File: config.mk
export PLATFORM = sky130hd
export DESIGN_NAME = rx_frame_address_and_duplicate_filter
export DESIGN_NICKNAME = d
export VERILOG_FILES = /design/src/sv/rxafdf_pkg.sv /design/src/sv/rxafdf_ram.sv /design/src/sv/rx_frame_address_and_duplicate_filter.sv
export VERILOG_INCLUDE_DIRS = /design/src /design/src/sv
export SDC_FILE = /design/constraint.sdc
export NUM_CORES = 1
export LEC_CHECK = 0
export BUFFER_PORTS_ARGS = -buffer_cell sky130_fd_sc_hd__buf_2
export CAP_MARGIN = 20
export CELL_PAD_IN_SITES_DETAIL_PLACEMENT = 0
export CELL_PAD_IN_SITES_GLOBAL_PLACEMENT = 1
export CORE_ASPECT_RATIO = 1.25
export CORE_MARGIN = 3
export CORE_UTILIZATION = 40
export DETAILED_ROUTE_END_ITERATION = 6
export PLACE_DENSITY = 0.64
export SLEW_MARGIN = 20
export SYNTH_ARGS = -nofsm -noshare
export SYNTH_HDL_FRONTEND = slang
export SYNTH_HIERARCHICAL = 1
export SYNTH_SLANG_ARGS = --single-unit
File: constraint.sdc
create_clock -name clk -period 5.5 [get_ports clk]
set_input_delay 0.275 -clock clk [delete_from_list [all_inputs] [get_ports clk]]
set_output_delay 0.275 -clock clk [all_outputs]
set_load 0.05 [all_outputs]
File: src/sv/rx_frame_address_and_duplicate_filter_assert.svh
// ----------------------------------------------------------------------------
// Assertion macros for the rx frame filter
// Implication checks sampled on clk, muted while rst_n is low.
// ----------------------------------------------------------------------------
`ifndef RX_FRAME_ADDRESS_AND_DUPLICATE_FILTER_ASSERT_SVH
`define RX_FRAME_ADDRESS_AND_DUPLICATE_FILTER_ASSERT_SVH

// same-cycle implication
`define RXAFDF_ASSERT_SAME(label, ante, cons) \
    label: assert property (@(posedge clk) disable iff (!rst_n) (ante) |-> (cons)) \
        else $error("rxafdf: same-cycle check failed");

// next-cycle implication
`define RXAFDF_ASSERT_NEXT(label, ante, cons) \
    label: assert property (@(posedge clk) disable iff (!rst_n) (ante) |=> (cons)) \
        else $error("rxafdf: next-cycle check failed");

`endif

File: src/sv/rxafdf_pkg.sv
// ----------------------------------------------------------------------------
// rxafdf_pkg
// Types and codes shared by the rx frame address and duplicate filter.
// ----------------------------------------------------------------------------
package rxafdf_pkg;

    // configuration port
    localparam int CFG_INDEX_W = 2;
    localparam int CFG_DATA_W  = 16;
    localparam logic [CFG_INDEX_W-1:0] CFG_OWN_ADDRESS     = 2'd0;
    localparam logic [CFG_INDEX_W-1:0] CFG_COMPRESSED_MODE = 2'd1;
    localparam logic [15:0]            OWN_ADDRESS_RESET   = 16'd1;

    // stream payload widths (bytes rounded)
    localparam int IN_TDATA_W  = 64;
    localparam int OUT_TDATA_W = 48;

    // one table entry: source in the low half, last sequence in the high half
    localparam int ENTRY_W = 32;

    typedef enum logic [1:0] {
        VERDICT_DELIVERED  = 2'd0,
        VERDICT_WRONG_ADDR = 2'd1,
        VERDICT_DUPLICATE  = 2'd2,
        VERDICT_RADIO      = 2'd3
    } verdict_t;

    typedef enum logic [1:0] {
        ST_IDLE,
        ST_FILTER,
        ST_SEARCH,
        ST_EMIT
    } state_t;

    typedef struct packed {
        logic [15:0] dest_address;
        logic [15:0] source_address;
        logic [15:0] frame_sequence;
        logic        ack_requested;
        logic [3:0]  overlapping_signals;
        logic        radio_powered_down;
        logic [4:0]  next_channel_hint;
    } item_t;

    typedef struct packed {
        verdict_t    verdict;
        logic        send_ack;
        logic [15:0] ack_target;
        logic [15:0] ack_sequence;
        logic [4:0]  ack_channel;
        logic        table_full;
    } result_t;

endpackage

File: src/sv/rxafdf_ram.sv
// ----------------------------------------------------------------------------
// rxafdf_ram
// Generic simple dual-port RAM: one write port, one registered read port.
// ----------------------------------------------------------------------------
module rxafdf_ram #(
    parameter int WIDTH = 32,
    parameter int DEPTH = 16
) (
    input  logic                                         clk,
    input  logic                                         we,
    input  logic [((DEPTH > 1) ? $clog2(DEPTH) : 1)-1:0] waddr,
    input  logic [WIDTH-1:0]                             wdata,
    input  logic                                         re,
    input  logic [((DEPTH > 1) ? $clog2(DEPTH) : 1)-1:0] raddr,
    output logic [WIDTH-1:0]                             rdata
);

    logic [WIDTH-1:0] mem [DEPTH];
    logic [WIDTH-1:0] rdata_reg;

    // write port
    always_ff @(posedge clk)
    begin
        if (we)
        begin
            mem[waddr] <= wdata;
        end
    end

    // registered read port
    always_ff @(posedge clk)
    begin
        if (re)
        begin
            rdata_reg <= mem[raddr];
        end
    end

    assign rdata = rdata_reg;

endmodule

File: src/sv/rx_frame_address_and_duplicate_filter.sv
// ----------------------------------------------------------------------------
// rx_frame_address_and_duplicate_filter
// Address, radio and duplicate filter for received data frames.
// ----------------------------------------------------------------------------
// One beat in gives one beat out. A frame dropped for its address or, in
// compressed mode, for a busy or powered-down radio goes from IDLE through
// FILTER to EMIT; a frame that reaches the neighbor table also passes
// through SEARCH, which scans entries until a match or the last used entry,
// and SEARCH is skipped when the table is still empty.
// The scan reads the neighbor RAM one entry per cycle, so TABLE_ENTRIES sets
// the worst case. Entries fill in order and a fill
// count marks which are valid, so there is no clearing pass after reset. A
// finished result sits in an output register and the next frame is taken
// while it waits; a result that finds that register still full holds the
// block until the receiver takes the waiting beat.
// ----------------------------------------------------------------------------
module rx_frame_address_and_duplicate_filter #(
    parameter int TABLE_ENTRIES = 16
) (
    input  logic                                 clk,
    input  logic                                 rst_n,
    // configuration writes
    input  logic                                 cfg_we,
    input  logic [rxafdf_pkg::CFG_INDEX_W-1:0]   cfg_index,
    input  logic [rxafdf_pkg::CFG_DATA_W-1:0]    cfg_data,
    // frame in
    input  logic                                 s_axis_tvalid,
    output logic                                 s_axis_tready,
    // dest_address[15:0], source_address[31:16], frame_sequence[47:32],
    // ack_requested[48], overlapping_signals[52:49], radio_powered_down[53],
    // next_channel_hint[58:54], zero pad[63:59]
    input  logic [rxafdf_pkg::IN_TDATA_W-1:0]    s_axis_tdata,
    // verdict out
    output logic                                 m_axis_tvalid,
    input  logic                                 m_axis_tready,
    // verdict[1:0], send_ack[2], ack_target[18:3], ack_sequence[34:19],
    // ack_channel[39:35], table_full[40], zero pad[47:41]
    output logic [rxafdf_pkg::OUT_TDATA_W-1:0]   m_axis_tdata
);

`include "rx_frame_address_and_duplicate_filter_assert.svh"

    localparam int AW = (TABLE_ENTRIES > 1) ? $clog2(TABLE_ENTRIES) : 1;
    localparam int CW = $clog2(TABLE_ENTRIES + 1);
    localparam logic [CW-1:0] ENTRIES_MAX = CW'(TABLE_ENTRIES);
    localparam logic [CW-1:0] ONE_COUNT   = CW'(1);

    // configuration registers
    logic [15:0] own_address_reg;
    logic        compressed_mode_reg;

    // control
    rxafdf_pkg::state_t  state_reg, state_next;
    logic [AW-1:0]       idx_reg, idx_next;
    logic [CW-1:0]       used_reg, used_next;

    // payload
    rxafdf_pkg::item_t   item_reg, item_next;
    rxafdf_pkg::result_t res_reg, res_next;
    rxafdf_pkg::result_t out_data_reg, out_data_next;
    logic                out_valid_reg, out_valid_next;

    // RAM ports
    logic                          ram_we;
    logic [AW-1:0]                 ram_waddr;
    logic [rxafdf_pkg::ENTRY_W-1:0] ram_wdata;
    logic                          ram_re;
    logic [AW-1:0]                 ram_raddr;
    logic [rxafdf_pkg::ENTRY_W-1:0] ram_rdata;

    // decode helpers
    logic        wrong_addr;
    logic        radio_busy;
    logic        drop;
    logic        entry_match;
    logic        entry_newer;
    logic        at_last;
    logic        room;
    logic        out_free;
    logic [15:0] rd_source;
    logic [15:0] rd_sequence;

    rxafdf_ram #(
        .WIDTH (rxafdf_pkg::ENTRY_W),
        .DEPTH (TABLE_ENTRIES)
    ) u_table (
        .clk   (clk),
        .we    (ram_we),
        .waddr (ram_waddr),
        .wdata (ram_wdata),
        .re    (ram_re),
        .raddr (ram_raddr),
        .rdata (ram_rdata)
    );

    // input unpack
    always_comb
    begin
        item_next                     = item_reg;
        if (s_axis_tvalid && s_axis_tready)
        begin
            item_next.dest_address        = s_axis_tdata[15:0];
            item_next.source_address      = s_axis_tdata[31:16];
            item_next.frame_sequence      = s_axis_tdata[47:32];
            item_next.ack_requested       = s_axis_tdata[48];
            item_next.overlapping_signals = s_axis_tdata[52:49];
            item_next.radio_powered_down  = s_axis_tdata[53];
            item_next.next_channel_hint   = s_axis_tdata[58:54];
        end
    end

    // frame checks and table compare
    assign wrong_addr  = (item_reg.dest_address != 16'd0) &&
                         (item_reg.dest_address != own_address_reg);
    assign radio_busy  = compressed_mode_reg &&
                         ((item_reg.overlapping_signals > 4'd1) ||
                          item_reg.radio_powered_down);
    assign drop        = wrong_addr || radio_busy;
    assign rd_source   = ram_rdata[15:0];
    assign rd_sequence = ram_rdata[31:16];
    assign entry_match = (rd_source == item_reg.source_address);
    assign entry_newer = (rd_sequence < item_reg.frame_sequence);
    assign at_last     = ((CW'(idx_reg) + ONE_COUNT) == used_reg);
    assign room        = (used_reg < ENTRIES_MAX);
    assign out_free    = !out_valid_reg || m_axis_tready;

    // next state
    always_comb
    begin
        state_next = state_reg;
        unique case (state_reg)
            rxafdf_pkg::ST_IDLE:
            begin
                if (s_axis_tvalid)
                begin
                    state_next = rxafdf_pkg::ST_FILTER;
                end
            end
            rxafdf_pkg::ST_FILTER:
            begin
                if (drop || (used_reg == '0))
                begin
                    state_next = rxafdf_pkg::ST_EMIT;
                end
                else
                begin
                    state_next = rxafdf_pkg::ST_SEARCH;
                end
            end
            rxafdf_pkg::ST_SEARCH:
            begin
                if (entry_match || at_last)
                begin
                    state_next = rxafdf_pkg::ST_EMIT;
                end
            end
            rxafdf_pkg::ST_EMIT:
            begin
                if (out_free)
                begin
                    state_next = rxafdf_pkg::ST_IDLE;
                end
            end
            default:
            begin
                state_next = rxafdf_pkg::ST_IDLE;
            end
        endcase
    end

    // outputs and datapath
    always_comb
    begin
        s_axis_tready  = 1'b0;
        idx_next       = idx_reg;
        used_next      = used_reg;
        res_next       = res_reg;
        out_data_next  = out_data_reg;
        out_valid_next = out_valid_reg && !m_axis_tready;
        ram_we         = 1'b0;
        ram_waddr      = used_reg[AW-1:0];
        ram_wdata      = {item_reg.frame_sequence, item_reg.source_address};
        ram_re         = 1'b0;
        ram_raddr      = idx_reg + AW'(1);

        unique case (state_reg)
            rxafdf_pkg::ST_IDLE:
            begin
                s_axis_tready = 1'b1;
            end
            rxafdf_pkg::ST_FILTER:
            begin
                res_next.verdict      = rxafdf_pkg::VERDICT_DELIVERED;
                res_next.send_ack     = 1'b0;
                res_next.ack_target   = 16'd0;
                res_next.ack_sequence = 16'd0;
                res_next.ack_channel  = 5'd0;
                res_next.table_full   = 1'b0;
                if (wrong_addr)
                begin
                    res_next.verdict = rxafdf_pkg::VERDICT_WRONG_ADDR;
                end
                else if (radio_busy)
                begin
                    res_next.verdict = rxafdf_pkg::VERDICT_RADIO;
                end
                else
                begin
                    if (item_reg.ack_requested)
                    begin
                        res_next.send_ack     = 1'b1;
                        res_next.ack_target   = item_reg.source_address;
                        res_next.ack_sequence = item_reg.frame_sequence;
                        res_next.ack_channel  = compressed_mode_reg ?
                                                item_reg.next_channel_hint : 5'd0;
                    end
                    if (used_reg == '0)
                    begin
                        // empty table: record the source at once
                        ram_we    = 1'b1;
                        used_next = used_reg + ONE_COUNT;
                    end
                    else
                    begin
                        // start the scan at entry 0
                        ram_re    = 1'b1;
                        ram_raddr = '0;
                        idx_next  = '0;
                    end
                end
            end
            rxafdf_pkg::ST_SEARCH:
            begin
                if (entry_match)
                begin
                    if (entry_newer)
                    begin
                        ram_we    = 1'b1;
                        ram_waddr = idx_reg;
                    end
                    else
                    begin
                        res_next.verdict = rxafdf_pkg::VERDICT_DUPLICATE;
                    end
                end
                else if (at_last)
                begin
                    // unknown source: append or flag a full table
                    if (room)
                    begin
                        ram_we    = 1'b1;
                        used_next = used_reg + ONE_COUNT;
                    end
                    else
                    begin
                        res_next.table_full = 1'b1;
                    end
                end
                else
                begin
                    // prefetch the next entry
                    ram_re   = 1'b1;
                    idx_next = idx_reg + AW'(1);
                end
            end
            rxafdf_pkg::ST_EMIT:
            begin
                if (out_free)
                begin
                    out_data_next  = res_reg;
                    out_valid_next = 1'b1;
                end
            end
            default:
            begin
                s_axis_tready = 1'b0;
            end
        endcase
    end

    // control registers
    always_ff @(posedge clk or negedge rst_n)
    begin
        if (!rst_n)
        begin
            state_reg           <= rxafdf_pkg::ST_IDLE;
            idx_reg             <= '0;
            used_reg            <= '0;
            out_valid_reg       <= 1'b0;
            own_address_reg     <= rxafdf_pkg::OWN_ADDRESS_RESET;
            compressed_mode_reg <= 1'b0;
        end
        else
        begin
            state_reg     <= state_next;
            idx_reg       <= idx_next;
            used_reg      <= used_next;
            out_valid_reg <= out_valid_next;
            if (cfg_we)
            begin
                priority if (cfg_index == rxafdf_pkg::CFG_OWN_ADDRESS)
                begin
                    own_address_reg <= cfg_data[15:0];
                end
                else if (cfg_index == rxafdf_pkg::CFG_COMPRESSED_MODE)
                begin
                    compressed_mode_reg <= cfg_data[0];
                end
            end
        end
    end

    // payload registers
    always_ff @(posedge clk)
    begin
        item_reg     <= item_next;
        res_reg      <= res_next;
        out_data_reg <= out_data_next;
    end

    // output pack
    assign m_axis_tvalid = out_valid_reg;
    assign m_axis_tdata  = {7'd0,
                            out_data_reg.table_full,
                            out_data_reg.ack_channel,
                            out_data_reg.ack_sequence,
                            out_data_reg.ack_target,
                            out_data_reg.send_ack,
                            out_data_reg.verdict};

    // checks
    `RXAFDF_ASSERT_SAME(a_used_bound, 1'b1, used_reg <= ENTRIES_MAX)
    `RXAFDF_ASSERT_SAME(a_scan_in_range, state_reg == rxafdf_pkg::ST_SEARCH,
        (CW'(idx_reg) < used_reg))
    `RXAFDF_ASSERT_NEXT(a_used_grows_on_write, used_next != used_reg,
        ($past(ram_we) && (used_reg == $past(used_reg) + ONE_COUNT)))

endmodule

Word-level counts from Yosys, hierarchy flattened
Memory sizes are Yosys's and may differ from the RTL's. A register that Yosys moved wholly into a read port is not among the register bits.
Index checks and enable logic that the tools add are counted.
{ "totals": {"word_cells": 138, "inputBits": 87, "mem_count": 1, "output_inout_bits": 50, "mem_bits_rw": 512, "register_bits": 170} }
{ "op_classes": {"bitwise": 3, "n_reduce_logical": 27, "n_mux": 55, "n_eq_ne": 21, "magnitude_cmp": 3, "addsub": 3} }
{ "mem_list": {"columns": ["memory", "depth", "word_bits", "rd", "rd_clocked_by_memory_dff", "wr", "line", "rtl"], "rows": [
  ["u_table.mem", 16, 32, 1, 1, 1, "rxafdf_ram.sv:18", "logic [WIDTH-1:0] mem [DEPTH];"]
]} }
{ "op_table": {"columns": ["operator", "count"], "rows": [
  ["4-bit 2-to-1 mux", 12],
  ["38-bit 2-to-1 mux", 1],
  ["5-bit 2-to-1 mux", 7],
  ["2-bit != test (second input constant)", 14],
  ["1-bit 2-to-1 mux", 21],
  ["16-bit == test", 1],
  ["16-bit < comparator", 1],
  ["16-bit != test", 1],
  ["16-bit nonzero test", 1],
  ["2-bit 2-to-1 mux", 7],
  ["5-bit one-hot mux with 2 select lines", 1],
  ["3-bit AND reduction", 3],
  ["2-bit one-hot mux with 4 select lines", 1],
  ["4-bit one-hot mux with 2 select lines", 1],
  ["7-bit AND reduction", 1],
  ["1-bit one-hot mux with 2 select lines", 3],
  ["6-bit AND reduction", 1],
  ["4-bit by 1-bit adder with 5-bit output (second input constant)", 1],
  ["5-bit by 1-bit adder with 5-bit output (second input constant)", 1],
  ["5-bit == test", 1],
  ["5-bit logical NOT", 1],
  ["1-bit logical OR", 5],
  ["5-bit < comparator (second input constant)", 1],
  ["4-bit by 1-bit adder with 4-bit output (second input constant)", 1],
  ["other kinds (14)", 24]
]} }

Longest topological paths before layout
{ "depth": {"ltp_word": 8, "mapped_depth": 11, "mapped_depth_nobuf": 10} }

Cells and area by module
Netlist, hierarchy kept.
{ "modules_own_cells": {"columns": ["module", "area_each_um2", "n_inst", "seq_area_each_um2", "cells_per_inst"], "rows": [
  ["rxafdf_ram", 20155.6, 1, 16335.7, 838],
  ["rx_frame_address_and_duplicate_filter", 7009.2, 1, 4931.0, 436]
]} }

Worst setup path before layout
Ideal clock, no wire load.
{ "synth_path": {"path_type": "register to register", "from": "register item_reg[16] (netlist bit)", "to": "memory u_table.mem[0][0] (enable)", "n_path_buf": 0, "stages_incl_launch_ff": 11, "slack_ns": 0.087, "setup_time_ns": 0.461, "arrival_ns": 4.952, "required_ns": 5.039, "period_less_slack_ns": 5.413, "path_cell_list": "edfxtp_1 inv_1 ha_1 a21o_1 a21o_1 a221oi_1 o221ai_1 nor2_2 mux2_1 or3b_2 nor3_1"} }
{ "synth_between": {"word_cells_on_any_way": 9, "classes_between": "order compare (1); mux (8)"} }
{ "synth_lines": {"columns": ["item", "line", "rtl"], "rows": [
  ["start: declaration", "rx_frame_address_and_duplicate_filter.sv:58", "rxafdf_pkg::item_t item_reg, item_next;"],
  ["start signal: assignment", "rx_frame_address_and_duplicate_filter.sv:316", "item_reg <= item_next;"],
  ["16-bit < comparator", "rx_frame_address_and_duplicate_filter.sv:122", "assign entry_newer = (rd_sequence < item_reg.frame_sequence);"],
  ["4-bit 2-to-1 mux", "rx_frame_address_and_duplicate_filter.sv:236", "if (entry_newer)"],
  ["4-bit 2-to-1 mux", "rx_frame_address_and_duplicate_filter.sv:234", "if (entry_match)"],
  ["4-bit 2-to-1 mux", "rx_frame_address_and_duplicate_filter.sv:186", "unique case (state_reg)"],
  ["named net ram_waddr[2]", "rx_frame_address_and_duplicate_filter.sv:65", "logic [AW-1:0] ram_waddr;"],
  ["end: declaration", "rxafdf_ram.sv:18", null]
]} }
The timed path passes the listed nets, and every way through them passes these cells.

Worst setup path in the final report
{ "layout_path": {"from": "register item_reg[12] (netlist bit)", "to": "memory u_table.mem[7][10] (enable)"} }
The elaborated chain is that of the path after synthesis.

==> impl_metrics.env <==
export IMPL_setup_viol=0
export IMPL_clock_root_buffer="clkbuf_16"
export IMPL_place_congestion=0.747
export IMPL_drive_gt1_share_pct=28.5
export IMPL_die_w_um=239
export IMPL_die_h_um=297
export IMPL_vias=13073
export IMPL_final_common_cell="edfxtp_1"
export IMPL_ys_seq_area_share_pct=78.3
export IMPL_port_buffers=123
export IMPL_highest_layer="met4"
export IMPL_worst_pin_slew_ns=1.11
export IMPL_synth_warnings=6
export IMPL_cts_post_setup_buffers_inserted=0
export IMPL_rows=106
export IMPL_met2WireLength_mm=30.9
export IMPL_p_leak_nw=10.9
export IMPL_worst_ep_arrival_time_ns=5.01
export IMPL_worst_ir_drop_vdd_mv=0.423
export IMPL_timing_final_hold_violations=0
export IMPL_io_pins=137
export IMPL_die_area_um2=71100
export IMPL_largest_register_ffs=512
export IMPL_start_kind="register"
export IMPL_final_cell_mix="edfxtp_1 (684), mux4_2 (128), buf_2 (123)"
export IMPL_clk_path_buf_depth=3
export IMPL_final_cell_area_um2=32100
export IMPL_grt_pass1_vias=14207
export IMPL_fmax_mhz=209
export IMPL_hpwl_mm=33.1
export IMPL_m1WireLength_mm=24.7
export IMPL_antenna_found_initial=3
export IMPL_drt_antenna_violating_nets=0
export IMPL_cts_htree_levels=3
export IMPL_status="complete, no violations"
export IMPL_grt_use_total_pct=17.0
export IMPL_n_fill_cell=5541
export IMPL_first_pass_iters=5
export IMPL_required_ns=5.72
export IMPL_path_clk_slew_ns=0.06
export IMPL_grt_pass1_wl_mm=89.9
export IMPL_drc=0
export IMPL_coreArea_um2=67100
export IMPL_setup_tns_ns=0
export IMPL_floorplan_initialDensity_pct=40.5
export IMPL_async_flop_share_pct=4.07
export IMPL_syn_cell_area_um2=27200
export IMPL_drtIter0Drc=928
export IMPL_synth_edf_count=684
export IMPL_endpoint_kind="register"
export IMPL_synthCells=1274
export IMPL_grt_max_degree=67
export IMPL_drt_total_wl_mm=59.3
export IMPL_timing_final_crit_share_pct=87.2
export IMPL_rsz0062_at_grt="no"
export IMPL_clock_skew_final_ns=0.0180
export IMPL_cts_tree="built"
export IMPL_cts_sinks=713
export IMPL_place_area_um2=29200
export IMPL_fin_crit_ns=4.80
export IMPL_grt_remaining_overflow=0
export IMPL_slew_headroom_pct=25.9
export IMPL_post_drt_wl_per_cell_um=24.2
export IMPL_wl_met3_mm=2.64
export IMPL_vias_per_cell=5.33
export IMPL_synth_avg_cell_area_um2=21.3
export IMPL_crit_fanout=32
export IMPL_area_growth_syn_to_layout_pct=18.1
export IMPL_hold_class="in -> reg"
export IMPL_cts_buffers=68
export IMPL_critPathKind="reg -> reg"
export IMPL_drv_cap=0
export IMPL_p_per_area_nw_per_um2=468
export IMPL_synthFlopType="edfxtp_1"
export IMPL_slew_viol_final=0
export IMPL_num_nets_final=1647
export IMPL_synth_distinct_cells=63
export IMPL_ys_ff_latch=713
export IMPL_insertion_delay_ns=0.60
per-layer routing:
metal | track usage, % | up-vias
met5 | 0 | -
met4 | 4.75 | 0
met3 | 2.74 | 75
met2 | 29.6 | 310
met1 | 22.2 | 6939
li1 | - | 5749
through the flow:
step / total power, W / hold WS (ns) / setup slack (ns) / instances / utilization (%)
6_report: 0.0150 / 0.0474 / 0.705 / 2453 / 47.8
5_1_grt: 0.0157 / 0.0384 / 0.459 / 2451 / 47.8
4_1_cts: 0.0152 / 0.00522 / 0.656 / 2451 / 47.8
3_5_place_dp: 0.0107 / 0.389 / 0.719 / 2256 / 43.5
3_3_place_gp: 0.0106 / 0.375 / 0.896 / 2256 / 43.5
2_1_floorplan: 0.00960 / -0.0206 / 0.0875 / 1280 / -
cell usage after synthesis (10+ instances only):
| cell type | instances | area (um2) |
|---|---|---|
| mux2_2 | 18 | 203 |
| and3_1 | 40 | 250 |
| buf_4 | 16 | 120 |
| mux4_2 | 128 | 2880 |
| a22oi_1 | 64 | 480 |
| ha_1 | 22 | 275 |
| dfrtp_1 | 28 | 701 |
| inv_1 | 23 | 86.3 |
| nor2_1 | 22 | 82.6 |
| nand2_1 | 44 | 165 |
| clkbuf_1 | 24 | 90.1 |
| buf_2 | 10 | 50.1 |
| edfxtp_1 | 684 | 20500 |
| xor2_1 | 35 | 307 |
| buf_1 | 10 | 37.5 |
kinds of logic after synthesis:
| group | after synthesis | synth area share [%] |
|---|---|---|
| DFF | 713 | 78.3 |
| and+or+nand+nor | 165 | 3.54 |
| AOI/OAI and AO/OA | 94 | 2.65 |
| adders and majority gates | 22 | 1.01 |
| other | 1 | 0.0138 |
| xor gates and xnor gates | 42 | 1.40 |
| muxes | 153 | 11.7 |
| buffers and inverters | 84 | 1.43 |
layout make-up:
type                    instances  area (um2)  share of cell area, %
flip-flops and latches        713       21300                   66.3
multi-input cells             483        5700                   17.8
clock buffers                  93        1880                   5.86
repair buffers                248        1830                   5.71
well taps                     864        1080                   3.37
clock inverters                26         226                  0.706
inverters                      24        90.1                  0.281
diodes                          2        5.00                 0.0156
repair_timing:
action                    CTS  global route
hold buffers               76             0
resized for setup           0             0
hold endpoints to repair  104             0
final timing paths:
| path | start | end | slack, ns | cells past startpoint |
|---|---|---|---|---|
| max in group asynchronous | rst_n | own_address_reg[12] | 4.74 | 2 |
| worst max-delay path | item_reg[12] | u_table/mem[7][10] | 0.70 | 10 |
| min in group asynchronous | rst_n | own_address_reg[1] | 0.29 | 2 |
| worst max register to register | item_reg[12] | u_table/mem[7][10] | 0.70 | 10 |
| worst min register to register | res_reg[6] | m_axis_tdata[19] | 0.42 | 0 |
| worst min-delay path | cfg_we | compressed_mode_reg | 0.05 | 3 |
worst max-delay path: stages, from the launching register on:
cell and delay [ns]:
edfxtp_1 0.66, inv_1 0.10, ha_1 0.31, a2111o_1 0.37, a221oi_1 0.48, o221ai_1 0.33
nor2_2 0.30, mux2i_1 0.68, nand2_1 0.43, nor2_4 0.18, buf_4 0.52
report_power, final:
| group | internal, W | switching, W | total [W] |
|---|---|---|---|
| combinational | 0.00140 | 0.00207 | 0.00347 |
| clock | 0.00258 | 0.00191 | 0.00449 |
| sequential | 0.00673 | 0.000320 | 0.00705 |
| total | 0.0107 | 0.00430 | 0.0150 |
No activity file was read; power rests on OpenSTA's default activity.
